===== config.mk =====
export PLATFORM = sky130hd
export DESIGN_NAME = nns_queue
export DESIGN_NICKNAME = d
export VERILOG_FILES = /design/src/rtl/nns_pkg.sv /design/src/rtl/nns_queue.sv
export SDC_FILE = /design/constraint.sdc
export NUM_CORES = 1
export LEC_CHECK = 0
export BUFFER_PORTS_ARGS = -buffer_cell sky130_fd_sc_hd__clkbuf_2
export CORE_ASPECT_RATIO = 0.7
export CORE_UTILIZATION = 40
export CTS_CLUSTER_DIAMETER = 80
export DETAILED_ROUTE_END_ITERATION = 8
export GPL_ROUTABILITY_DRIVEN = 0
export PLACE_DENSITY = 0.63
export SLEW_MARGIN = 20
export SYNTH_ARGS = -nofsm -noshare
export SYNTH_HDL_FRONTEND = slang
export SYNTH_SLANG_ARGS = --single-unit

===== constraint.sdc =====
create_clock -name clk -period 4.21 [get_ports clk]
set_input_delay 0.2105 -clock clk [delete_from_list [all_inputs] [get_ports clk]]
set_output_delay 0.2105 -clock clk [all_outputs]
set_load 0.02 [all_outputs]

===== src/rtl/nns_pkg.sv =====
// Shared types and constants for the nearest-neighbour square scaler.
package nns_pkg;

  // Operation codes carried in the input beat
  localparam logic OP_WRITE = 1'b0;
  localparam logic OP_READ  = 1'b1;

  // Configuration register indexes
  localparam int          CFG_IDX_W       = 2;
  localparam logic [1:0]  CFG_SRC_SIZE    = 2'd0;
  localparam logic [1:0]  CFG_DST_SIZE    = 2'd1;
  localparam logic [1:0]  CFG_INVERT_MODE = 2'd2;
  localparam int          CFG_DATA_W      = 9;

  // Register reset values
  localparam logic [8:0]  SRC_SIZE_RST = 9'd64;
  localparam logic [8:0]  DST_SIZE_RST = 9'd64;

  // Divider: quotient below 512, so nine restoring steps suffice
  localparam int          QUO_W     = 9;
  localparam int          PROD_W    = 17;
  localparam int          CNT_W     = 4;
  localparam logic [3:0]  DIV_LAST  = 4'(QUO_W - 1);

  // Decoupling queue depth
  localparam int Q_DEPTH = 2;
  localparam int Q_PTR_W = 1;
  localparam int Q_CNT_W = 2;

  // Input beat
  typedef struct packed {
    logic        operation;
    logic [7:0]  col;
    logic [7:0]  row;
    logic [15:0] pixel_in;
  } in_item_t;

  // Result beat
  typedef struct packed {
    logic [15:0] pixel_out;
    logic        out_of_range;
  } out_item_t;

  // Classification made by the front end
  typedef enum logic [1:0] {
    K_WRITE,
    K_READ,
    K_OOR
  } item_kind_t;

  // Entry of the queue between front and back
  typedef struct packed {
    item_kind_t  kind;
    logic [7:0]  col;
    logic [7:0]  row;
    logic [15:0] pixel;
  } q_entry_t;

  // Live configuration seen by the back end
  typedef struct packed {
    logic [8:0] src_eff;
    logic [8:0] dst_size;
    logic       invert_mode;
  } cfg_t;

  // Back-end sequencer states
  typedef enum logic [2:0] {
    B_IDLE,
    B_MUL,
    B_DIV,
    B_READ,
    B_OUT
  } back_state_t;

endpackage


===== src/rtl/nns_queue.sv =====
// Short FIFO that decouples the front end from the back end.
module nns_queue (
  input  logic              clk,
  input  logic              rst_n,
  input  logic              push,
  input  nns_pkg::q_entry_t wdata,
  output logic              full,
  input  logic              pop,
  output logic              not_empty,
  output nns_pkg::q_entry_t rdata
);

  nns_pkg::q_entry_t                   entry_r [nns_pkg::Q_DEPTH];
  logic [nns_pkg::Q_PTR_W-1:0]         wr_ptr_r, wr_ptr_nxt;
  logic [nns_pkg::Q_PTR_W-1:0]         rd_ptr_r, rd_ptr_nxt;
  logic [nns_pkg::Q_CNT_W-1:0]         count_r, count_nxt;

  assign full      = (count_r == nns_pkg::Q_CNT_W'(nns_pkg::Q_DEPTH));
  assign not_empty = (count_r != '0);
  assign rdata     = entry_r[rd_ptr_r];

  // Pointer and fill bookkeeping
  always_comb begin
    wr_ptr_nxt = push ? wr_ptr_r + 1'b1 : wr_ptr_r;
    rd_ptr_nxt = pop  ? rd_ptr_r + 1'b1 : rd_ptr_r;
    count_nxt  = count_r;
    if (push && !pop) begin
      count_nxt = count_r + 1'b1;
    end else if (pop && !push) begin
      count_nxt = count_r - 1'b1;
    end
  end

  always_ff @(posedge clk) begin
    if (!rst_n) begin
      wr_ptr_r <= '0;
      rd_ptr_r <= '0;
      count_r  <= '0;
    end else begin
      wr_ptr_r <= wr_ptr_nxt;
      rd_ptr_r <= rd_ptr_nxt;
      count_r  <= count_nxt;
    end
  end

  // Entry storage
  always_ff @(posedge clk) begin
    if (push) begin
      entry_r[wr_ptr_r] <= wdata;
    end
  end

  a_no_push_full: assert property (@(posedge clk) disable iff (!rst_n)
    full |-> !push || pop)
    else $error("queue pushed while full");

  a_no_pop_empty: assert property (@(posedge clk) disable iff (!rst_n)
    pop |-> not_empty)
    else $error("queue popped while empty");

  a_count_bound: assert property (@(posedge clk) disable iff (!rst_n)
    count_r <= nns_pkg::Q_CNT_W'(nns_pkg::Q_DEPTH))
    else $error("queue count above depth");

endmodule


# After elaboration in Yosys (flattened, before gate mapping)
# Memories as Yosys holds them, arrays and structs flattened. A register that Yosys moved wholly into a read port is not among the register bits.
# Index checks and enable logic that the tools add are counted.
dict set report totals {
  ramBits 68
  word_cells 21
  reg_bits 4
  mem_count 1
}
dict set report classes {
  n_eq_ne 1
  n_mux 6
  add_sub_neg 4
  reduce_logical 6
}
# memory depth width rd rd_ports_with_merged_regs wr line
set mem_list {}
lappend mem_list {entry_r 2 34 1 1 1 nns_queue.sv:13} ;# nns_pkg::q_entry_t entry_r [nns_pkg::Q_DEPTH];
# cell count
set op_table {}
lappend op_table {{1-bit 2-to-1 mux} 4}
lappend op_table {{2-bit 2-to-1 mux} 2}
lappend op_table {{2-bit nonzero test} 2}
lappend op_table {{1-bit adder, second input constant} 2}
lappend op_table {{2-bit by 1-bit adder with 2-bit output, second input constant} 1}
lappend op_table {{2-bit == test, second input constant} 1}
lappend op_table {{1-bit logical AND} 2}
lappend op_table {{1-bit zero test} 2}
lappend op_table {{2-bit by 1-bit subtractor with 2-bit output, second input constant} 1}

# Logic depth before layout (Yosys ltp)
# Gate-level depths: netlist (run 1).
dict set report depth {
  depth_word 4
  depth_mapped 5
  depth_no_buf 5
}

# Worst setup path after synthesis (run 1)
# No wires, ideal clock.
dict set report synth_path {
  kind {reg2reg}
  from {reg wr_ptr_r}
  to {mem entry_r[0][0] (netlist bit), enable pin}
  period_less_slack_ns 2.294
  path_buffers 0
  path_stages_with_launch 2
  setup_slack_ns 1.916
  setup_ns 0.430
  arrival_ns 1.864
  required_time_ns 3.780
  cell_sequence {dfxtp_1 > nor2b_1}
}
# element line
set synth_lines {}
lappend synth_lines {{start: declaration} nns_queue.sv:14} ;# logic [nns_pkg::Q_PTR_W-1:0] wr_ptr_r, wr_ptr_nxt;
lappend synth_lines {{start signal: assignment} nns_queue.sv:40} ;# wr_ptr_r <= wr_ptr_nxt;
lappend synth_lines {{end: declaration} nns_queue.sv:13}
# No word-level cell before the write port.

==> results of run 1 <==
## cells by family after synthesis
family | share of synthesized area [%]
compound gates | 0.749
simple gates | 2.20
flops | 80.1
fa+ha+maj | 0.468
buf+inv | 1.17
mux | 14.3
xor+xnor | 0.983
## registers in the layout, indices dropped and copies added (netlist names), named ones only
signal,cells
entry_r,68
count_r,2
rd_ptr_r,1
wr_ptr_r,1
## cells in the mapped netlist (all sizes together)
cell,instances
ha,1
or2,1
mux2,34
xnor2,1
o21a,1
edfxtp,68
and2b,1
xor2,2
nor2b,2
buf,4
o21ai,1
or3,1
and2,4
a21boi,1
inv,1
dfxtp,5
## metal layers
metal  GRT usage, %  part of all wire (%)  vias to the layer above
met2           17.9                    41                       60
met3           7.41                   8.9                        4
li1               -                     -                      662
met5              0                     0                        -
met4           4.90                  0.69                        0
met1           18.3                    49                      665
## report_power, final
| group | switching (W) | total, W | internal, W |
|---|---|---|---|
| combinational | 0.000109 | 0.000195 | 0.0000857 |
| clock | 0.000237 | 0.000565 | 0.000327 |
| sequential | 0.0000156 | 0.000852 | 0.000836 |
| total | 0.000362 | 0.00161 | 0.00125 |
## cell type report
class	count	area (µm²)	share of cell area, %
clock inverters	7	85.1	2.51
inverters	1	3.75	0.111
well taps	91	114	3.36
clock buffers	9	124	3.66
repair buffers	76	408	12.1
multi-input cells	50	508	15.0
flip-flops and latches	73	2140	63.3
## worst max-delay path by stage
| stage | endpoint | slack [ps] | startpoint | cells past startpoint |
|---|---|---|---|---|
| after global placement | rdata[27] | 2290 | flop | 3 |
| after detailed placement | rdata[18] | 2270 | flop | 3 |
| after CTS | rdata[18] | 1880 | flop | 3 |
| final | rdata[27] | 1970 | flop | 3 |
| after floorplan | entry_r[0][0] | 1920 | wr_ptr_r | 1 |
| after global routing | rdata[27] | 1820 | flop | 3 |
## critical path: cells and delay by family, from the launching register on
kind	cells	cell delay, ps
buffers and inverters	2	550
multiplexers	1	380
flip-flops	1	760
## metrics by stage
| step | cell area [µm²] | hold slack (ps) |
|---|---|---|
| 2_1_floorplan | 2670 | 309 |
| 3_3_place_gp | 3150 | 400 |
| 5_1_grt | 3380 | 35.8 |
| 6_report | 3380 | 62.9 |
| 4_1_cts | 3360 | 38.1 |
| 3_5_place_dp | 3150 | 403 |
==> results.txt, run 1 <==
Status: complete, no violations
CP max stage delay: 760 ps
Crit Path Max Fanout: 19
Hold buffers post-CTS: 0
Final Core Density: 53.4%
GRT Residual Overflow: 0
Rel. slew slack: 54.9%
Pre-CTS setup slack: 2270 ps
Hold depth: 1
Commonest non-fill, non-tap cell in the layout: clkbuf_2
Slew @ Worst Pin: 676 ps
Fin crit period: 2240 ps
LEAKAGE: 1.30 nW
Number of nets in the layout: 250
WL/cell: 14.2 µm
Core area: 6340 µm²
Mean Syn Cell Area: 20.9 µm²
Horiz. Die Dim: 99.7 µm
IO buf count: 73
Worst r2r path cells: 2
Final TNS setup: 0 ps
Critical Path Sink Type: output pin
Worst Path Class, Setup: reg -> out
CTS Buf Count: 9
Seq cells post-synth: 73
CP max-delay cell: dfxtp_1
Final WL: 4360 µm
Crit share post-route: 53.1%
Hold EP: entry_r[1][24]
Initial DRC Count: 28
Unrepaired setup endpoints after global routing: false
# diodes: 0
Hold crit path type: in -> reg
Global Route Usage Sum: 13.5%
Initial Util: 42.2%
Hpwl dp: 2790 µm
Non-Filler Instances: 307
FILL cells: 536
Share of cells above drive strength 1: 58.8%
Clock Tree Root: clkbuf_8
Area leader, netlist: edfxtp_1
PwrDens: 476 nW/µm²
Synth top area share: 76.4%
Fin. Hold Viols: 0
Crit-path cells: buf_4 -> mux2_2 -> clkbuf_2
Most frequent cells in the layout: clkbuf_2, edfxtp_1, mux2_2, clkbuf_8, dfxtp_1
Number of gates resized after cts: 0
Mapped Cells: 128
WP data required: 4000 ps
Library cells used by synthesis: 17
CTS Sinks: 73
Syn Nets: 167
IO Pins: 74
Worst vdd ir: 0.000221 V
FMAX: 0.447 GHz
Post-CTS Setup Repair Bufs: 0
Num rows: 24
Largest net degree at the start of global routing: 36
Final WS setup: 1970 ps
Startpoint Class: flop
First-pass GRT wire length: 6800 µm
Die area: 7020 µm²
Share of the yosys chip area belonging to registers: 80.1%
Number of synthesis warnings: 0
Vias per Instance: 4.53
Number of global-route vias before repair: 1,347
Worst-Skew Late Latency: 330 ps
Router iterations before antenna repair: 6
Setup Skew: 5.11 ps
DRC Markers: 0
Critical Path AT: 2030 ps
Total power: 0.00161 W
Final setup viols: 0
Die height: 70.4 µm
Worst reg2reg path startpoint: wr_ptr_r
Via count: 1,391
Ranking of synthesized cells by area: edfxtp_1, mux2_2, dfxtp_1
Initial antenna violation count: 0
CTS tree: done
Final Max Slew Viols: 0
Reg2reg setup slack: 2860 ps
Largest buffer count on any clock path: 2
Area grow syn2layout: 26.6%
Worst Min Path Start: wdata[24]
H-tree depth: 3
Max Cap Viol: 0
Clk pin slew, worst setup/hold paths: 70 ps
Detail Route Antenna Nets: 0
Placed insts: 290
Reg2reg end: entry_r[0][8]
Synth Cell Area: 2670 µm²
Power figures use the tool's default switching activity.
==> run 2: changes to the inputs <==
clock period = 2.2 ns   (was 4.21 ns; I/O delays follow)
==> results.txt, run 2 (synthesis results as in run 1) <==
Status: complete, no violations
Critical Path AT: 1580 ps
Largest Register: entry_r
Final setup viols: 0
PwrDens: 812 nW/µm²
Die height: 70.4 µm
Max Cap Viol: 0
Hpwl dp: 3190 µm
Via count: 1,514
CTS Sinks: 73
Critical path depth in cells: 3
# diodes: 0
Rel. slew slack: 83.2%
Worst-Skew Late Latency: 340 ps
Die area: 7020 µm²
Worst Min Path Start: rst_n
Number of nets in the layout: 285
Hold crit path type: in -> reg
Crit Path Max Fanout: 30
First-pass GRT wire length: 7940 µm
Unrepaired setup endpoints after global routing: false
CTS Buf Count: 9
Startpoint Class: flop
Biggest registers after layout: entry_r (68), count_r (2)
Vias per Instance: 4.45
Reg area: 2140 µm²
Largest net degree at the start of global routing: 31
Largest buffer count on any clock path: 2
Multi-input gate area: 509 µm²
Hold buffers post-CTS: 34
Number of global-route vias before repair: 1,653
Worst Path Class, Setup: reg -> out
Worst r2r path cells: 2
Detail Route Antenna Nets: 0
Crit-path leading delay family: flip-flops
H-tree depth: 3
Router iterations before antenna repair: 4
Final WS setup: 510 ps
Final Max Slew Viols: 0
WL/cell: 14.4 µm
Global Route Usage Sum: 15.6%
FILL cells: 470
Core area: 6340 µm²
Most frequent cells in the layout: clkbuf_2, edfxtp_1, mux2_2, dlygate4sd3_1, clkbuf_8
IO Pins: 74
Initial DRC Count: 89
CP bufs+invs: 2
Share of cells above drive strength 1: 51.0%
CTS tree: done
Largest register FFs: 68
IO buf count: 73
DRC Markers: 0
LEAKAGE: 1.43 nW
Setup Skew: 6.97 ps
Slew @ Worst Pin: 251 ps
Initial antenna violation count: 0
Fin. Hold Viols: 0
Final TNS setup: 0 ps
Commonest non-fill, non-tap cell in the layout: clkbuf_2
Horiz. Die Dim: 99.7 µm
Initial Util: 42.2%
Worst reg2reg path startpoint: wr_ptr_r
Total power: 0.00301 W
Post-CTS Setup Repair Bufs: 0
Final WL: 4910 µm
Worst vdd ir: 0.000399 V
Clk pin slew, worst setup/hold paths: 60 ps
Hold WS: 44.1 ps
WP data required: 2090 ps
Clock Tree Root: clkbuf_8
FMAX: 0.592 GHz
Crit-path cells: buf_12 -> mux2_2 -> clkbuf_2
Critical Path Sink Type: output pin
Fin crit period: 1690 ps
GRT Residual Overflow: 0
Crit share post-route: 76.8%
Number of gates resized after cts: 0
Num rows: 24
Area grow syn2layout: 38.5%
CP max-delay cell: dfxtp_1
Pre-CTS setup slack: 858 ps
CP max stage delay: 460 ps
Hold depth: 2
## run 2: cell types whose count changed in the layout (fill, tap and decap cells not counted), sizes merged
cell,previous run,this run
dlygate4sd3,0,34
buf,3,4
clkinv,4,2
clkbuf,82,83
bufinv,2,1
## run 2: layout make-up
cell class | count | share of cell area, %
Sequential cell | 73 | 57.8
Clock buffer | 10 | 3.45
Multi-Input combinational cell | 50 | 13.7
Tap cell | 91 | 3.07
Inverter | 1 | 0.101
Timing Repair Buffer | 111 | 20.5
Clock inverter | 4 | 1.25
## run 2: through the flow
stage          cell area (µm²)  cells  util [%]
3_5_place_dp              3190    292      50.3
6_report                  3700    340      58.5
2_1_floorplan             2680    128         -
4_1_cts                   3700    340      58.5
3_3_place_gp              3190    292      50.3
5_1_grt                   3700    340      58.5
## run 2: final timing paths
path                    to  slack, ps
max reg2reg  entry_r[1][1]        970
min reg2reg     count_r[1]        510
min             count_r[0]         40
max              rdata[21]        510
## run 2: report_power, final
group | switching, W | internal, W
Sequential | 0.0000249 | 0.00160
Clock | 0.000441 | 0.000505
Combinational | 0.000230 | 0.000206
## run 2: layer usage
metal	share of wire (%)	track usage, %	vias to the layer above
met5	0	0	-
li1	-	-	724
met3	5.9	6.61	8
met1	49	21.4	729
met4	1.1	4.90	0
met2	44	22.5	53
==> run 3: changes to the inputs <==
clock period = 1.8 ns   (was 2.2 ns; I/O delays follow)
==> results.txt, run 3 (synthesis results as in run 1) <==
Hold crit path type: in -> reg
Final Max Slew Viols: 0
Slew @ Worst Pin: 280 ps
Largest buffer count on any clock path: 2
Worst-Skew Late Latency: 340 ps
Status: complete, no violations
IO buf count: 73
Crit share post-route: 90.7%
CTS Sinks: 73
Max Cap Viol: 0
PwrDens: 1070 nW/µm²
Clk pin slew, worst setup/hold paths: 70 ps
# diodes: 0
Hpwl dp: 2970 µm
Number of nets in the layout: 288
Non-Filler Instances: 345
CTS Buf Count: 9
Unrepaired setup endpoints after global routing: false
Num rows: 24
WL/cell: 13.5 µm
LEAKAGE: 1.47 nW
Rel. slew slack: 81.3%
Final TNS setup: 0 ps
Via count: 1,511
Initial DRC Count: 41
Fin crit period: 1630 ps
Share of cells above drive strength 1: 52.0%
Detail Route Antenna Nets: 0
CTS tree: done
Largest net degree at the start of global routing: 22
Critical Path AT: 1540 ps
Vias per Instance: 4.38
Commonest non-fill, non-tap cell in the layout: clkbuf_2
Router iterations before antenna repair: 4
Placed insts: 294
Largest register FFs: 68
Critical Path Sink Type: output pin
WP data required: 1710 ps
Most frequent cells in the layout: clkbuf_2, edfxtp_1, dlygate4sd3_1, mux2_2, clkbuf_8
Area grow syn2layout: 41.1%
Clock Tree Root: clkbuf_8
Crit Path Max Fanout: 21
GRT Residual Overflow: 0
H-tree depth: 3
Total power: 0.00402 W
IO Pins: 74
Horiz. Die Dim: 99.7 µm
Core area: 6340 µm²
Worst vdd ir: 0.000572 V
Setup Skew: 3.67 ps
Fin. Hold Viols: 0
Final setup viols: 0
FMAX: 0.613 GHz
Number of global-route vias before repair: 1,588
Startpoint Class: flop
Worst Path Class, Setup: reg -> out
First-pass GRT wire length: 7640 µm
Final WL: 4670 µm
Global Route Usage Sum: 15.1%
Biggest registers after layout: entry_r (68), count_r (2)
Initial Util: 42.2%
Initial antenna violation count: 0
Die height: 70.4 µm
Die area: 7020 µm²
DRC Markers: 0
Largest Register: entry_r
## run 3: path summary, 6_finish.rpt
| check | start | cells past startpoint | slack [ps] | end |
|---|---|---|---|---|
| max | flop | 3 | 170 | rdata[2] |
| min | pop | 3 | 100 | rd_ptr_r |
| max reg2reg | wr_ptr_r | 2 | 650 | entry_r[1][33] |
| min reg2reg | count_r[1] | 2 | 520 | count_r[1] |
## run 3: where the power goes
| group | internal, W | switching, W | total, W |
|---|---|---|---|
| combinational | 0.000249 | 0.000279 | 0.000528 |
| sequential | 0.00195 | 0.0000267 | 0.00198 |
| clock | 0.000928 | 0.000587 | 0.00151 |
| total | 0.00313 | 0.000893 | 0.00402 |
## run 3: what timing repair did
| action | 4_1_cts | 5_1_grt |
|---|---|---|
| gates resized for setup | 0 | 0 |
| hold buffers | 35 | 0 |
| setup endpoints to repair | 0 | 0 |
| hold endpoints to repair | 69 | 0 |
| setup buffers | 0 | 0 |
## run 3: worst max-delay path, stage by stage, from the launching register on
cell      delay, ps
dfxtp_1         350
buf_4           290
mux2_2          380
clkbuf_2        170
## run 3: per-stage QoR
stage | hold slack [ps] | utilization, % | setup slack [ps] | cell area (µm²)
4_1_cts | 83.9 | 59.5 | 137 | 3770
6_report | 103 | 59.5 | 168 | 3770
5_1_grt | 105 | 59.5 | 79.9 | 3770
3_3_place_gp | 279 | 50.2 | 564 | 3180
3_5_place_dp | 282 | 50.2 | 554 | 3180
2_1_floorplan | 189 | - | 159 | 2680
## run 3: final cells by class
type / instances / area (µm²)
Fill cell: 504 / 2560
Sequential cell: 73 / 2140
Timing Repair Buffer: 114 / 761
Multi-Input combinational cell: 50 / 509
Clock buffer: 10 / 128
Clock inverter: 6 / 115
Tap cell: 91 / 114
Inverter: 1 / 3.75
## run 3: layer usage
layer,share of wire (%),GRT usage [%],wire [µm]
met1,44,18.1,2070
met2,47,23.5,2190
met3,7.5,6.41,352
met4,1.1,6.86,53
met5,0,0,0
