**config.mk**
```make
export PLATFORM = sky130hd
export DESIGN_NAME = nns_front
export DESIGN_NICKNAME = d
export VERILOG_FILES = /design/src/rtl/nns_pkg.sv /design/src/rtl/nns_front.sv
export SDC_FILE = /design/constraint.sdc
export NUM_CORES = 1
export LEC_CHECK = 0
export CORE_UTILIZATION = 49
export DETAILED_ROUTE_END_ITERATION = 10
export DONT_BUFFER_PORTS = 1
export PLACE_DENSITY_LB_ADDON = 0.08
export SKIP_CTS_REPAIR_TIMING = 1
export SYNTH_ARGS = -nofsm -noshare
export SYNTH_HDL_FRONTEND = slang
export SYNTH_SLANG_ARGS = --single-unit
export TNS_END_PERCENT = 30
```
**constraint.sdc**
```tcl
create_clock -name clk -period 2.45 [get_ports clk]
set_input_delay 0.3675 -clock clk [delete_from_list [all_inputs] [get_ports clk]]
set_output_delay 0.3675 -clock clk [all_outputs]
set_load 0.005 [all_outputs]
```
**src/rtl/nns_pkg.sv**
```systemverilog
// Shared types and constants for the nearest-neighbour square scaler.
package nns_pkg;

  // Operation codes carried in the input beat
  localparam logic OP_WRITE = 1'b0;
  localparam logic OP_READ  = 1'b1;

  // Configuration register indexes
  localparam int          CFG_IDX_W       = 2;
  localparam logic [1:0]  CFG_SRC_SIZE    = 2'd0;
  localparam logic [1:0]  CFG_DST_SIZE    = 2'd1;
  localparam logic [1:0]  CFG_INVERT_MODE = 2'd2;
  localparam int          CFG_DATA_W      = 9;

  // Register reset values
  localparam logic [8:0]  SRC_SIZE_RST = 9'd64;
  localparam logic [8:0]  DST_SIZE_RST = 9'd64;

  // Divider: quotient below 512, so nine restoring steps suffice
  localparam int          QUO_W     = 9;
  localparam int          PROD_W    = 17;
  localparam int          CNT_W     = 4;
  localparam logic [3:0]  DIV_LAST  = 4'(QUO_W - 1);

  // Decoupling queue depth
  localparam int Q_DEPTH = 2;
  localparam int Q_PTR_W = 1;
  localparam int Q_CNT_W = 2;

  // Input beat
  typedef struct packed {
    logic        operation;
    logic [7:0]  col;
    logic [7:0]  row;
    logic [15:0] pixel_in;
  } in_item_t;

  // Result beat
  typedef struct packed {
    logic [15:0] pixel_out;
    logic        out_of_range;
  } out_item_t;

  // Classification made by the front end
  typedef enum logic [1:0] {
    K_WRITE,
    K_READ,
    K_OOR
  } item_kind_t;

  // Entry of the queue between front and back
  typedef struct packed {
    item_kind_t  kind;
    logic [7:0]  col;
    logic [7:0]  row;
    logic [15:0] pixel;
  } q_entry_t;

  // Live configuration seen by the back end
  typedef struct packed {
    logic [8:0] src_eff;
    logic [8:0] dst_size;
    logic       invert_mode;
  } cfg_t;

  // Back-end sequencer states
  typedef enum logic [2:0] {
    B_IDLE,
    B_MUL,
    B_DIV,
    B_READ,
    B_OUT
  } back_state_t;

endpackage

```
**src/rtl/nns_front.sv**
```systemverilog
// Front end: configuration registers, input acceptance and item classification.
module nns_front #(
  parameter int MAX_DIM = 256
) (
  input  logic                                clk,
  input  logic                                rst_n,
  input  logic                                cfg_valid,
  output logic                                cfg_ready,
  input  logic [nns_pkg::CFG_IDX_W-1:0]       cfg_index,
  input  logic [nns_pkg::CFG_DATA_W-1:0]      cfg_data,
  input  logic                                in_valid,
  output logic                                in_stall,
  input  nns_pkg::in_item_t                   in_data,
  input  logic                                q_full,
  output logic                                q_push,
  output nns_pkg::q_entry_t                   q_wdata,
  output nns_pkg::cfg_t                       cfg
);

  logic [8:0] src_size_r;
  logic [8:0] dst_size_r;
  logic       invert_mode_r;
  logic [8:0] src_eff;
  logic       accept;
  logic       wr_inside;
  logic       rd_outside;

  assign cfg_ready = 1'b1;

  // Register writes; unknown indexes are ignored
  always_ff @(posedge clk) begin
    if (!rst_n) begin
      src_size_r    <= nns_pkg::SRC_SIZE_RST;
      dst_size_r    <= nns_pkg::DST_SIZE_RST;
      invert_mode_r <= 1'b0;
    end else if (cfg_valid && cfg_ready) begin
      unique case (cfg_index)
        nns_pkg::CFG_SRC_SIZE:    src_size_r    <= cfg_data;
        nns_pkg::CFG_DST_SIZE:    dst_size_r    <= cfg_data;
        nns_pkg::CFG_INVERT_MODE: invert_mode_r <= cfg_data[0];
        default: ;
      endcase
    end
  end

  // Source size saturates at the store dimension
  assign src_eff = (int'(src_size_r) > MAX_DIM) ? 9'(MAX_DIM) : src_size_r;

  assign cfg.src_eff     = src_eff;
  assign cfg.dst_size    = dst_size_r;
  assign cfg.invert_mode = invert_mode_r;

  // Classify the beat: clipped writes are dropped here
  assign in_stall   = q_full;
  assign accept     = in_valid && !in_stall;
  assign wr_inside  = ({1'b0, in_data.col} < src_eff) && ({1'b0, in_data.row} < src_eff);
  assign rd_outside = ({1'b0, in_data.col} >= dst_size_r) ||
                      ({1'b0, in_data.row} >= dst_size_r);

  always_comb begin
    q_wdata.col   = in_data.col;
    q_wdata.row   = in_data.row;
    q_wdata.pixel = in_data.pixel_in;
    if (in_data.operation == nns_pkg::OP_WRITE) begin
      q_wdata.kind = nns_pkg::K_WRITE;
      q_push       = accept && wr_inside;
    end else begin
      q_wdata.kind = rd_outside ? nns_pkg::K_OOR : nns_pkg::K_READ;
      q_push       = accept;
    end
  end

endmodule

```
Word-level counts from Yosys, hierarchy flattened
Index checks and enable logic that the tools add are counted.
- equality and inequality tests: 2
- mux-type cells: 4
- reductions and logical operators: 9
- $lt $le $gt $ge: 5
- operator list (operator ; number):
    $ge 8x9->1 ; 2
    $lt 8x9->1 ; 2
    $gt 9x9->1 const B ; 1
    $mux 9 ; 1
    $reduce_and 2->1 ; 3
    $mux 2 ; 2
    $logic_and 1x1->1 ; 3
    $eq 2x1->1 const B ; 1
    $eq 2x2->1 const B ; 1
    $logic_not 2->1 ; 1
    $logic_not 1->1 ; 1
    $logic_or 1x1->1 ; 1
    $mux 1 ; 1
- word-level logic and storage cells: 23
- input bits: 49
- register bits: 19

Depth between registers and ports, before layout
Gate-level depths: netlist of run 1.
- depth after elaboration: 6
- depth in mapped cells: 8
- depth with buffers taken out: 7

Worst setup path after synthesis of run 1
Ideal clock, no wire load.
- path type: reg-to-output
- from: reg src_size_r[8]
- to: out q_push
- buffers on the path: 1
- arrival: 1811 ps
- stages on the path, launching flop included: 9
- setup slack: 272 ps
- cell sequence: dfxtp_1 -> buf_2 -> nand2b_1 -> ha_1 -> a21o_1 -> a221o_1 -> a21oi_1 -> nor4_1 -> nor3_1
- word-level cells in the longest chain between the ends: 6
- elaborated cells on any way between the ends: 7
- those cells by class: 3 x order compare; 2 x mux; 2 x reduce/logical
- RTL lines (what ; line ; RTL):
    start: declaration ; nns_front.sv:20 ; logic [8:0] src_size_r;
    start signal: assignment ; nns_front.sv:33 ; src_size_r <= nns_pkg::SRC_SIZE_RST;
    start signal: assignment ; nns_front.sv:38 ; nns_pkg::CFG_SRC_SIZE: src_size_r <= cfg_data;
    $gt 9x9->1 ; nns_front.sv:47 ; assign src_eff = (int'(src_size_r) > MAX_DIM) ? 9'(MAX_DIM) : src_size_r;
    $mux 9 (*) ; nns_front.sv:47 ;
    $lt 8x9->1 ; nns_front.sv:56 ; assign wr_inside = ({1'b0, in_data.col} < src_eff) && ({1'b0, in_data.row} < src_eff);
    $logic_and 1x1->1 (*) ; nns_front.sv:56 ;
    $logic_and 1x1->1 (*) ; nns_front.sv:66 ; q_push = accept && wr_inside;
    $mux 1 (*) ; nns_front.sv:64 ; if (in_data.operation == nns_pkg::OP_WRITE) begin
    end: declaration ; nns_front.sv:15 ; output logic q_push,
Mark *: on every way between the ends. The rest lies on a longest branch, timed or not.

Worst setup path in the final report of run 1
Same ends and word-level chain as after synthesis.

==> results of run 1 <==
[cell type report]
cell class,instances,area [µm²]
sequential,19,387
multi-input combinational,125,1120
timing repair buffer,7,50.0
fill,343,1680
tap,46,57.6
clock buffer,4,26.3
inverter,18,67.6
[sequential cells by signal, indices dropped and copies added, names as in the netlist]
register / flops
dst_size_r: 9
src_size_r: 9
invert_mode_r: 1
[metrics by stage]
stage	hold WS (ps)	area (µm²)
6_report	137	1710
5_1_grt	113	1710
4_1_cts	126	1600
3_5_place_dp	435	1570
3_3_place_gp	431	1570
2_1_floorplan	443	1760
[synth_stat cells, types with 3 or more instances]
cell      count  area share
a21oi_1       7       0.020
mux2i_1      18        0.10
o21ai_0       5       0.014
nor2b_1      19       0.068
nand3b_1      3       0.013
dfxtp_1      19        0.22
a21o_1        4       0.017
buf_4        35        0.15
inv_1        18       0.038
nor2_1        5       0.011
nand2b_1      7       0.025
buf_2         4       0.011
nand2_1       5       0.011
ha_1         30        0.21
[logic make-up (layout without fill, tap and decap cells)]
logic type,count (synthesis),after routing
mux,18,18
fa+ha+maj,30,30
simple gates,52,52
compound gates,24,24
buf+inv,58,29
flops,19,19
other cells,1,1
[power groups by stage]
stage / registers (W) / clock network [W] / logic (W)
after floorplan: 0.000333 / 0 / 0.000155
after global placement: 0.000336 / 0 / 0.000129
after detailed placement: 0.000337 / 0 / 0.000135
after CTS: 0.000330 / 0.000160 / 0.000136
after global routing: 0.000332 / 0.000182 / 0.000179
final: 0.000330 / 0.000152 / 0.000157
[final timing paths]
check / end / start
worst max-delay path: q_push / src_size_r[8]
worst min register to register: src_size_r[1] / src_size_r[1]
worst min-delay path: dst_size_r[6] / rst_n
worst max register to register: src_size_r[8] / src_size_r[8]
[routing by layer]
metal,global-route usage,vias up,share of wire
li1,-,592,-
met1,0.269,536,0.45
met2,0.323,49,0.46
met3,0.0373,14,0.073
met4,0.0857,0,0.020
met5,0,-,0
==> tab_implementation.tex, run 1 <==
\begin{tabular}{lr}
\hline
Metric & Value \\
\hline
\multicolumn{2}{l}{\textbf{Cells and area}} \\
\quad End-of-flow core utilization & 0.504 \\
\quad Most common cell after layout, fill and taps aside & ha\_1 \\
\quad Non-filler cells in the finished layout & 219 \\
\quad Top library cells by usage in the layout, fill and taps aside & ha\_1, nor2b\_1, inv\_1, mux2i\_1, dfxtp\_1 \\
\quad Fraction of layout instances using a drive strength above 1 & 0.156 \\
\quad Number of nets at the end of the flow & 253 \\
\quad Layout-stage area growth over the synthesis result & -2.85\% \\
\quad Antenna Cells & 0 \\
\multicolumn{2}{l}{\textbf{Critical path}} \\
\quad CP Cell Sequence & nand2b\_4, ha\_1, a21o\_1, a221o\_1, a21oi\_2, nor4\_1, nor3\_2 \\
\quad Buffer and inverter count on the worst path & 0 \\
\quad Crit. path cell count & 7 \\
\quad Minimum setup slack among reg-to-reg paths & 1650 ps \\
\quad Slowest stage cell, crit path & dfxtp\_4 \\
\quad Family with the most delay on the worst path & compound AO/OA/AOI/OAI gates \\
\quad Register-to-Register Path Depth & 3 \\
\quad Crit path DAT & 1990 ps \\
\quad Kind of launch point of the worst setup path & flip-flop \\
\quad Critical Setup Path Class & flip-flop to primary output \\
\quad Largest fanout on the critical path & 7 \\
\quad Critical Path RT & 2080 ps \\
\quad Peak per-stage delay on the critical path & 370 ps \\
\quad Critical Path End Type & primary output \\
\multicolumn{2}{l}{\textbf{GRT}} \\
\quad Pin count of the biggest net entering global routing & 20 \\
\quad Sum of overflow across all layers after global routing & 0 \\
\quad Wire length of the first global-routing pass & 5590 µm \\
\quad Via count of the first global-routing pass & 1215 \\
\quad GRT Overall Usage & 0.203 \\
\quad Initial antenna violation count & 0 \\
\multicolumn{2}{l}{\textbf{CTS}} \\
\quad Number of sinks on the clock net & 19 \\
\quad Maximum level of the CTS H-tree & 1 \\
\quad CTS tree & built \\
\quad Total CTS buffers & 3 \\
\quad Max Root-Sink Buffers & 2 \\
\quad Latest clock arrival within the worst-skew pair & 290 ps \\
\quad Clock transition at the register clock pins on the worst setup and hold paths after CTS & 100 ps \\
\quad Clock tree root buffer cell & clkbuf\_4 \\
\multicolumn{2}{l}{\textbf{Synth}} \\
\quad Post-synthesis register bit count & 19 \\
\quad Basic-gate share of the synthesized area counting and, or, nand and nor cells & 0.176 \\
\quad Nets in the synthesized netlist & 281 \\
\quad Share of the yosys chip area belonging to registers & 0.216 \\
\quad Cell count after synthesis & 202 \\
\quad Fraction of registers with async set or reset after synthesis & 0 \\
\quad Top\_reg\_cell synth & dfxtp\_1 \\
\quad Compound-cell area share of the yosys netlist & 0.0883 \\
\quad Largest family of logic cells by synthesized area & adder cells \\
\quad Average cell area after synthesis & 8.70 µm² \\
\quad Synth Area in Adders & 0.214 \\
\quad Area share of xor/xnor cells in the synthesized design & 0 \\
\quad Number of enable-type register cells in the synthesized netlist & 0 \\
\quad Synth Cell Area & 0.00176 mm² \\
\quad Mux contribution to synthesized area & 0.102 \\
\quad Distinct cell type count after synthesis & 32 \\
\quad Number of warning messages in the yosys log & 0 \\
\multicolumn{2}{l}{\textbf{Routing}} \\
\quad Average detailed-routed wire length per instance & 17.6 µm \\
\quad Total detailed-routing wirelength & 3860 µm \\
\quad DRC violation total after the first TritonRoute iteration & 31 \\
\quad Number of DRC violations after detailed routing & 0 \\
\quad Number of nets still failing antenna checks after routing & 0 \\
\quad First drt pass iteration count & 2 \\
\quad Overall via count from detail\_route & 1191 \\
\quad Via density per instance & 5.44 \\
\multicolumn{2}{l}{\textbf{Timing}} \\
\quad Final count of hold timing violations & 0 \\
\quad Fin. max-slew vios & 0 \\
\quad Max frequency & 424 MHz \\
\quad Final clock skew & 0 ps \\
\quad Remaining max-slew budget at the tightest pin & 0.583 \\
\quad Worst-margin pin slew & 623 ps \\
\quad Total negative slack & 0 ps \\
\quad Share of the clock period used by the worst path & 0.962 \\
\quad Fin worst setup slack & 92.7 ps \\
\quad \# setup viols final & 0 \\
\quad Final critical-path required period & 2360 ps \\
\multicolumn{2}{l}{\textbf{Pwr}} \\
\quad Clock power frac & 0.238 \\
\quad Internal Dissipation & 0.000464 W \\
\quad Post-layout total power & 0.000639 W \\
\quad Share of total power in sequential cells & 0.516 \\
\quad Switching power & 0.000175 W \\
\quad Worst IR drop on VDD & 283 µV \\
\quad Switching Fraction & 0.273 \\
\quad Leakage power summed over all cells & 0.780 nW \\
\quad Comb pwr share & 0.246 \\
\quad Cell area power density & 374 mW/mm² \\
\multicolumn{2}{l}{\textbf{Placement}} \\
\quad Worst setup slack before clock tree synthesis & 76.1 ps \\
\quad IO buf count & 0 \\
\quad Cell total after placement & 213 \\
\quad Global placer's final weighted congestion & 0.785 \\
\quad Detail Placement HPWL & 3140 µm \\
\multicolumn{2}{l}{\textbf{Die}} \\
\quad Die outline area & 0.00383 mm² \\
\quad Standard cell core area & 0.00339 mm² \\
\quad Standard-cell row count & 21 \\
\quad Initial standard-cell utilization of the core & 0.519 \\
\quad Floorplan die height & 61.9 µm \\
\quad Horizontal die dimension & 61.9 µm \\
\quad Top Ports & 105 \\
\multicolumn{2}{l}{\textbf{Worst hold path}} \\
\quad Number of instances on the worst hold path & 1 \\
\quad Tightest Hold Check Type & input pin to flip-flop \\
\multicolumn{2}{l}{\textbf{Run}} \\
\quad Number of maximum-capacitance constraint violations & 0 \\
\multicolumn{2}{l}{\textbf{Run status}} \\
\quad Outcome & complete, no violations \\
\hline
\end{tabular}
(Power assumes the default switching activity.)
==> run 2, diff against run 1 <==
--- a/config.mk
+++ b/config.mk
@@ -5,9 +5,9 @@
 export SDC_FILE = /design/constraint.sdc
 export NUM_CORES = 1
 export LEC_CHECK = 0
-export CORE_UTILIZATION = 49
+export BUFFER_PORTS_ARGS = -buffer_cell sky130_fd_sc_hd__buf_2
+export CORE_UTILIZATION = 44
 export DETAILED_ROUTE_END_ITERATION = 10
-export DONT_BUFFER_PORTS = 1
 export PLACE_DENSITY_LB_ADDON = 0.08
 export SKIP_CTS_REPAIR_TIMING = 1
 export SYNTH_ARGS = -nofsm -noshare
==> run 2 against run 1 <==
Net effect: combinational power increased by 43%; hold slack improved by 210 ps; die area increased by 11%; core utilization increased by 5.4 points; sequential power about the same; wire length decreased by 1.0%; critical path type unchanged; global-route usage decreased by 3.0 points; flip-flop and latch count unchanged; power increased by 20%; cell count increased by 32%; non-clock buffer count increased by 68.
==> tab_implementation.tex, run 2 (synthesis gave the netlist of run 1 again) <==
\begin{tabular}{lr}
\hline
Metric & Value \\
\hline
\multicolumn{2}{l}{\textbf{Critical path}} \\
\quad Capture point of the critical path & q\_push \\
\quad Critical Path Start & src\_size\_r[8] \\
\quad Critical Setup Path Class & flip-flop to primary output \\
\quad Reg2reg start & src\_size\_r[8] \\
\quad Kind of launch point of the worst setup path & flip-flop \\
\quad Largest fanout on the critical path & 7 (unchanged) \\
\quad Minimum setup slack among reg-to-reg paths & 1680 ps (+30 ps) \\
\quad Critical Path End Type & primary output \\
\quad Capture point of the worst reg-to-reg path & src\_size\_r[8] \\
\quad Register-to-Register Path Depth & 3 (unchanged) \\
\quad Crit path DAT & 2010 ps (+20 ps) \\
\quad Critical Path RT & 2080 ps (about the same) \\
\multicolumn{2}{l}{\textbf{Cells and area}} \\
\quad Most common cell after layout, fill and taps aside & buf\_2 \\
\quad Non-filler cells in the finished layout & 289 (+32\%) \\
\quad Fill cell instance count of the final layout & 363 (+5.8\%) \\
\quad Antenna Cells & 0 (unchanged) \\
\quad End-of-flow core utilization & 0.558 (+0.0543) \\
\quad Number of nets at the end of the flow & 321 (+27\%) \\
\quad Top library cells by usage in the layout, fill and taps aside & buf\_2, ha\_1, nor2b\_1 \\
\quad Layout-stage area growth over the synthesis result & 18.9\% \\
\quad Fraction of layout instances using a drive strength above 1 & 0.390 (+0.234) \\
\quad Largest registers & dst\_size\_r x9, src\_size\_r x9, invert\_mode\_r x1 \\
\quad Post-Layout Inst Area & 0.00209 mm² (+22\%) \\
\multicolumn{2}{l}{\textbf{Timing}} \\
\quad \# setup viols final & 0 (unchanged) \\
\quad Final count of hold timing violations & 0 (unchanged) \\
\quad Fin worst setup slack & 71.7 ps (-21.0 ps) \\
\quad Final critical-path required period & 2380 ps (+21.0 ps) \\
\quad Worst-margin pin slew & 584 ps (-39.5 ps) \\
\quad Share of the clock period used by the worst path & 0.971 (+0.00855) \\
\quad Fin. max-slew vios & 0 (unchanged) \\
\quad Max frequency & 420 MHz (-0.88\%) \\
\quad Total negative slack & 0 ps (unchanged) \\
\quad Final clock skew & 0 ps (unchanged) \\
\quad Remaining max-slew budget at the tightest pin & 0.610 (+0.0264) \\
\multicolumn{2}{l}{\textbf{Pwr}} \\
\quad Switching Fraction & 0.280 (+0.00688) \\
\quad Switching power & 0.000215 W (+23\%) \\
\quad Internal Dissipation & 0.000551 W (+19\%) \\
\quad Share of total power in sequential cells & 0.429 (-0.087) \\
\quad Leakage power summed over all cells & 1.08 nW (+38\%) \\
\quad Clock power frac & 0.277 (+0.039) \\
\quad Cell area power density & 367 mW/mm² (-2.0\%) \\
\quad Worst IR drop on VDD & 300 µV (+6.2\%) \\
\quad Comb pwr share & 0.294 (+0.048) \\
\multicolumn{2}{l}{\textbf{Worst hold path}} \\
\quad Tightest Hold Check Type & input pin to flip-flop \\
\multicolumn{2}{l}{\textbf{Routing}} \\
\quad Average detailed-routed wire length per instance & 13.2 µm (-25\%) \\
\quad Number of DRC violations after detailed routing & 0 (unchanged) \\
\quad Overall via count from detail\_route & 1406 (+18\%) \\
\quad Total detailed-routing wirelength & 3820 µm (-1.0\%) \\
\quad Via density per instance & 4.87 (-11\%) \\
\quad Number of nets still failing antenna checks after routing & 0 (unchanged) \\
\quad First drt pass iteration count & 4 (+2) \\
\quad DRC violation total after the first TritonRoute iteration & 42 (+35\%) \\
\multicolumn{2}{l}{\textbf{GRT}} \\
\quad Pin count of the biggest net entering global routing & 20 (unchanged) \\
\quad GRT Overall Usage & 0.173 (-0.0299) \\
\quad Wire length of the first global-routing pass & 5690 µm (+1.7\%) \\
\quad Routing usage on met2 & 0.271 (-0.0520) \\
\quad Sum of overflow across all layers after global routing & 0 (unchanged) \\
\quad Initial antenna violation count & 0 (unchanged) \\
\quad Via count of the first global-routing pass & 1231 (+1.3\%) \\
\quad Met3 usage & 0.0156 (-0.0216) \\
\quad Met1 usage & 0.236 (-0.0329) \\
\quad Most used routing layer & met2 \\
\multicolumn{2}{l}{\textbf{Run status}} \\
\quad Outcome & complete, no violations \\
\multicolumn{2}{l}{\textbf{Placement}} \\
\quad Detail Placement HPWL & 3160 µm (+0.58\%) \\
\quad Placed instance area & 0.00191 mm² (+22\%) \\
\quad IO buf count & 71 (+71) \\
\quad Cell total after placement & 284 (+33\%) \\
\quad Global placer's final weighted congestion & 0.813 (+3.6\%) \\
\quad Worst setup slack before clock tree synthesis & 101 ps (+24.4 ps) \\
\multicolumn{2}{l}{\textbf{CTS}} \\
\quad Number of sinks on the clock net & 19 (unchanged) \\
\quad CTS tree & built \\
\quad Total CTS buffers & 3 (unchanged) \\
\quad Latest clock arrival within the worst-skew pair & 250 ps (-40 ps) \\
\quad Clock tree root buffer cell & clkbuf\_8 \\
\quad Clock transition at the register clock pins on the worst setup and hold paths after CTS & 70 ps (-30 ps) \\
\quad Maximum level of the CTS H-tree & 1 (unchanged) \\
\quad Max Root-Sink Buffers & 2 (unchanged) \\
\multicolumn{2}{l}{\textbf{Die}} \\
\quad Horizontal die dimension & 65.2 µm (+5.4\%) \\
\quad Standard-cell row count & 22 (+4.8\%) \\
\quad Floorplan die height & 65.2 µm (+5.4\%) \\
\quad Top Ports & 105 (unchanged) \\
\quad Standard cell core area & 0.00374 mm² (+10\%) \\
\quad Initial standard-cell utilization of the core & 0.470 (-0.0491) \\
\quad Die outline area & 0.00425 mm² (+11\%) \\
\multicolumn{2}{l}{\textbf{Run}} \\
\quad Number of maximum-capacitance constraint violations & 0 (unchanged) \\
\hline
\end{tabular}
## run 2: cell count changes in the layout (fill, tap and decap cells not counted), moves of 2 or more
cell,previous run,this run
buf_4,6,3
ha_4,2,4
dfxtp_2,2,0
ha_1,28,26
dfxtp_1,16,18
buf_2,1,71
clkbuf_4,3,0
clkbuf_8,0,3
## run 2: cell type report
cell class / instances / area [µm²] / area share
inverter: 18 / 67.6 / 0.0323
clock buffer: 4 / 45.0 / 0.0216
timing repair buffer: 75 / 389 / 0.186
multi-input combinational: 125 / 1140 / 0.547
sequential: 19 / 384 / 0.184
tap: 48 / 60.1 / 0.0287
## run 2: worst min-delay path by stage
stage	startpoint	to	slack (ps)	cells past startpoint
finish	cfg_data[6]	src_size_r[6]	340	3
global route	cfg_data[6]	src_size_r[6]	360	3
CTS	cfg_data[6]	src_size_r[6]	340	3
detailed placement	src_size_r[6]	src_size_r[6]	470	2
global placement	src_size_r[6]	src_size_r[6]	470	2
floorplan	src_size_r[6]	src_size_r[6]	440	2
## run 2: power groups by stage
stage | Clock (W) | Combinational, W | Sequential [W]
after floorplan | 0 | 0.000155 | 0.000333
after global placement | 0 | 0.000203 | 0.000335
after detailed placement | 0 | 0.000202 | 0.000335
after CTS | 0.000223 | 0.000204 | 0.000328
after global routing | 0.000236 | 0.000256 | 0.000330
final | 0.000212 | 0.000225 | 0.000329
## run 2: metal layers
layer	share of wire	wire (µm)	vias to the layer above
li1	-	-	736
met1	0.49	1890	609
met2	0.43	1650	47
met3	0.056	214	14
met4	0.016	62	0
met5	0	0	-
## run 2: critical path, cell delays in order, from the launching register on
cell and delay, ps:
dfxtp_4 370, nand2b_4 160, ha_4 220, a21o_1 170, a221o_1 330, a21oi_1 140
nor4_1 70, nor3_1 160, buf_2 140
## run 2: per-stage QoR
stage	power [W]	hold WS, ps
after floorplan	0.000487	443
after global placement	0.000537	465
after detailed placement	0.000538	468
after CTS	0.000755	339
after global routing	0.000822	359
final	0.000766	343
==> run 3, diff against run 2 <==
--- a/config.mk
+++ b/config.mk
@@ -6,7 +6,8 @@
 export NUM_CORES = 1
 export LEC_CHECK = 0
 export BUFFER_PORTS_ARGS = -buffer_cell sky130_fd_sc_hd__buf_2
-export CORE_UTILIZATION = 44
+export CORE_UTILIZATION = 45
+export CTS_BUF_LIST = sky130_fd_sc_hd__clkbuf_2
 export DETAILED_ROUTE_END_ITERATION = 10
 export PLACE_DENSITY_LB_ADDON = 0.08
 export SKIP_CTS_REPAIR_TIMING = 1
==> run 3 against run 2 <==
Net effect: the run now ends with setup timing left; sequential power hardly changed; cell area is 2.9% higher; wire length is 2.5% higher; critical path type unchanged; critical endpoint unchanged; highest routed layer unchanged.
==> tab_implementation.tex, run 3 (synthesis gave the netlist of run 1 again) <==
\begin{tabular}{lr}
\hline
Metric & Value \\
\hline
\multicolumn{2}{l}{\textbf{Run status}} \\
\quad Outcome & complete, but fails checks \\
\quad Violations in the final reports & setup timing \\
\multicolumn{2}{l}{\textbf{Routing}} \\
\quad Number of nets still failing antenna checks after routing & 0 (unchanged) \\
\quad DRC violation total after the first TritonRoute iteration & 48 (+14\%) \\
\quad Via density per instance & 4.83 (-0.69\%) \\
\quad Overall via count from detail\_route & 1435 (+2.1\%) \\
\quad Average detailed-routed wire length per instance & 13.2 µm (-0.30\%) \\
\quad First drt pass iteration count & 4 (unchanged) \\
\quad Number of DRC violations after detailed routing & 0 (unchanged) \\
\quad Total detailed-routing wirelength & 3910 µm (+2.5\%) \\
\multicolumn{2}{l}{\textbf{Critical path}} \\
\quad Family with the most delay on the worst path & compound AO/OA/AOI/OAI gates \\
\quad Critical Setup Path Class & flip-flop to primary output \\
\quad Peak per-stage delay on the critical path & 400 ps (+30 ps) \\
\quad Critical Path End Type & primary output \\
\quad Buffer and inverter count on the worst path & 3 (+2) \\
\quad Kind of launch point of the worst setup path & flip-flop \\
\quad Critical Path RT & 2080 ps (about the same) \\
\quad Slowest stage cell, crit path & dfxtp\_4 \\
\quad CP Cell Sequence & buf\_6, nand2b\_4, buf\_6, ha\_4, a21o\_1, a2111oi\_4, nor3\_2, nor3\_2, buf\_2 \\
\quad Crit path DAT & 2170 ps (+160 ps) \\
\quad Largest fanout on the critical path & 7 (unchanged) \\
\multicolumn{2}{l}{\textbf{CTS}} \\
\quad Total CTS buffers & 3 (unchanged) \\
\quad Latest clock arrival within the worst-skew pair & 290 ps (+40 ps) \\
\quad Number of sinks on the clock net & 19 (unchanged) \\
\quad CTS tree & built \\
\quad Maximum level of the CTS H-tree & 1 (unchanged) \\
\quad Clock transition at the register clock pins on the worst setup and hold paths after CTS & 170 ps (+100 ps) \\
\quad Clock tree root buffer cell & clkbuf\_2 \\
\quad Max Root-Sink Buffers & 2 (unchanged) \\
\multicolumn{2}{l}{\textbf{GRT}} \\
\quad Wire length of the first global-routing pass & 5620 µm (-1.1\%) \\
\quad Via count of the first global-routing pass & 1250 (+1.5\%) \\
\quad Pin count of the biggest net entering global routing & 20 (unchanged) \\
\quad Sum of overflow across all layers after global routing & 0 (unchanged) \\
\quad GRT Overall Usage & 0.175 (+0.00275) \\
\quad Initial antenna violation count & 0 (unchanged) \\
\multicolumn{2}{l}{\textbf{Timing}} \\
\quad Max frequency & 394 MHz (-6.3\%) \\
\quad Unrepaired setup endpoints after global routing & true \\
\quad Total negative slack & -88.0 ps (-88.0 ps) \\
\quad Fin worst setup slack & -88.0 ps (-160 ps) \\
\quad Final count of hold timing violations & 0 (unchanged) \\
\quad Remaining max-slew budget at the tightest pin & 0.597 (-0.0122) \\
\quad Worst-margin pin slew & 602 ps (+18.2 ps) \\
\quad Final clock skew & 0 ps (unchanged) \\
\quad Final critical-path required period & 2540 ps (+160 ps) \\
\quad Fin. max-slew vios & 0 (unchanged) \\
\quad Share of the clock period used by the worst path & 1.04 (+0.0652) \\
\quad \# setup viols final & 1 (+1) \\
\multicolumn{2}{l}{\textbf{Placement}} \\
\quad Global placer's final weighted congestion & 0.846 (+4.0\%) \\
\quad IO buf count & 71 (unchanged) \\
\quad Worst setup slack before clock tree synthesis & 22.5 ps (-78.0 ps) \\
\quad Detail Placement HPWL & 3130 µm (-0.99\%) \\
\multicolumn{2}{l}{\textbf{Cells and area}} \\
\quad Largest registers & dst\_size\_r x9, src\_size\_r x9, invert\_mode\_r x1 \\
\quad Antenna Cells & 0 (unchanged) \\
\quad Fraction of layout instances using a drive strength above 1 & 0.430 (+0.0397) \\
\quad Number of nets at the end of the flow & 329 (+2.5\%) \\
\quad Layout-stage area growth over the synthesis result & 22.3\% \\
\quad Most common cell after layout, fill and taps aside & buf\_2 \\
\quad Top library cells by usage in the layout, fill and taps aside & buf\_2, ha\_1, nor2b\_1, inv\_1, mux2i\_1 \\
\multicolumn{2}{l}{\textbf{Die}} \\
\quad Initial standard-cell utilization of the core & 0.473 (+0.00348) \\
\quad Floorplan die height & 64.5 µm (-1.1\%) \\
\quad Die outline area & 0.00416 mm² (-2.2\%) \\
\quad Top Ports & 105 (unchanged) \\
\quad Standard cell core area & 0.00372 mm² (-0.74\%) \\
\quad Horizontal die dimension & 64.5 µm (-1.1\%) \\
\quad Standard-cell row count & 22 (unchanged) \\
\multicolumn{2}{l}{\textbf{Worst hold path}} \\
\quad Tightest Hold Check Type & input pin to flip-flop \\
\multicolumn{2}{l}{\textbf{Run}} \\
\quad Number of maximum-capacitance constraint violations & 0 (unchanged) \\
\multicolumn{2}{l}{\textbf{Pwr}} \\
\quad Cell area power density & 328 mW/mm² (-11\%) \\
\quad Worst IR drop on VDD & 259 µV (-14\%) \\
\quad Leakage power summed over all cells & 1.11 nW (+3.1\%) \\
\hline
\end{tabular}
-- run 3: tightest hold or removal path, cell delays in order --
cell and delay [ps]:
buf_2 90, mux2i_1 60, nand2_1 50
-- run 3: final timing paths --
path | start | to | slack, ps | depth (start not counted)
worst max register to register | src_size_r[8] | src_size_r[8] | 1430 | 5
worst max-delay path | src_size_r[8] | q_push | -90 | 9
worst min register to register | src_size_r[1] | src_size_r[1] | 540 | 2
worst min-delay path | cfg_data[6] | src_size_r[6] | 300 | 3
-- run 3: layout make-up --
cell class / instances / area, µm²
clock buffers: 4 / 20.0
fillers: 365 / 1570
inverters: 18 / 67.6
multi-input cells: 125 / 1160
flip-flops and latches: 19 / 385
well taps: 48 / 60.1
repair buffers: 83 / 453
-- run 3: metrics by stage --
step                instance area (µm²)  power, W  std cells  utilization  hold WS, ps
finish                             2150  0.000704        297        0.578          296
global route                       2150  0.000759        297        0.578          274
global placement                   1940  0.000539        287        0.521          473
CTS                                1960  0.000674        291        0.527          286
floorplan                          1760  0.000487        202            -          443
detailed placement                 1940  0.000540        287        0.521          472
-- run 3: metal layers --
| metal | up-vias | track usage | part of all wire |
|---|---|---|---|
| met2 | 47 | 0.254 | 0.42 |
| met5 | - | 0 | 0 |
| met1 | 621 | 0.255 | 0.50 |
| li1 | 749 | - | - |
| met4 | 0 | 0.0833 | 0.027 |
| met3 | 18 | 0.0194 | 0.052 |
-- run 3: report_power, final --
group | switching (W) | leakage, nW | internal, W
sequential | 0.00000947 | 0.155 | 0.000319
clock | 0.0000884 | 0.0166 | 0.0000433
combinational | 0.000117 | 0.939 | 0.000127
total | 0.000215 | 1.11 | 0.000489
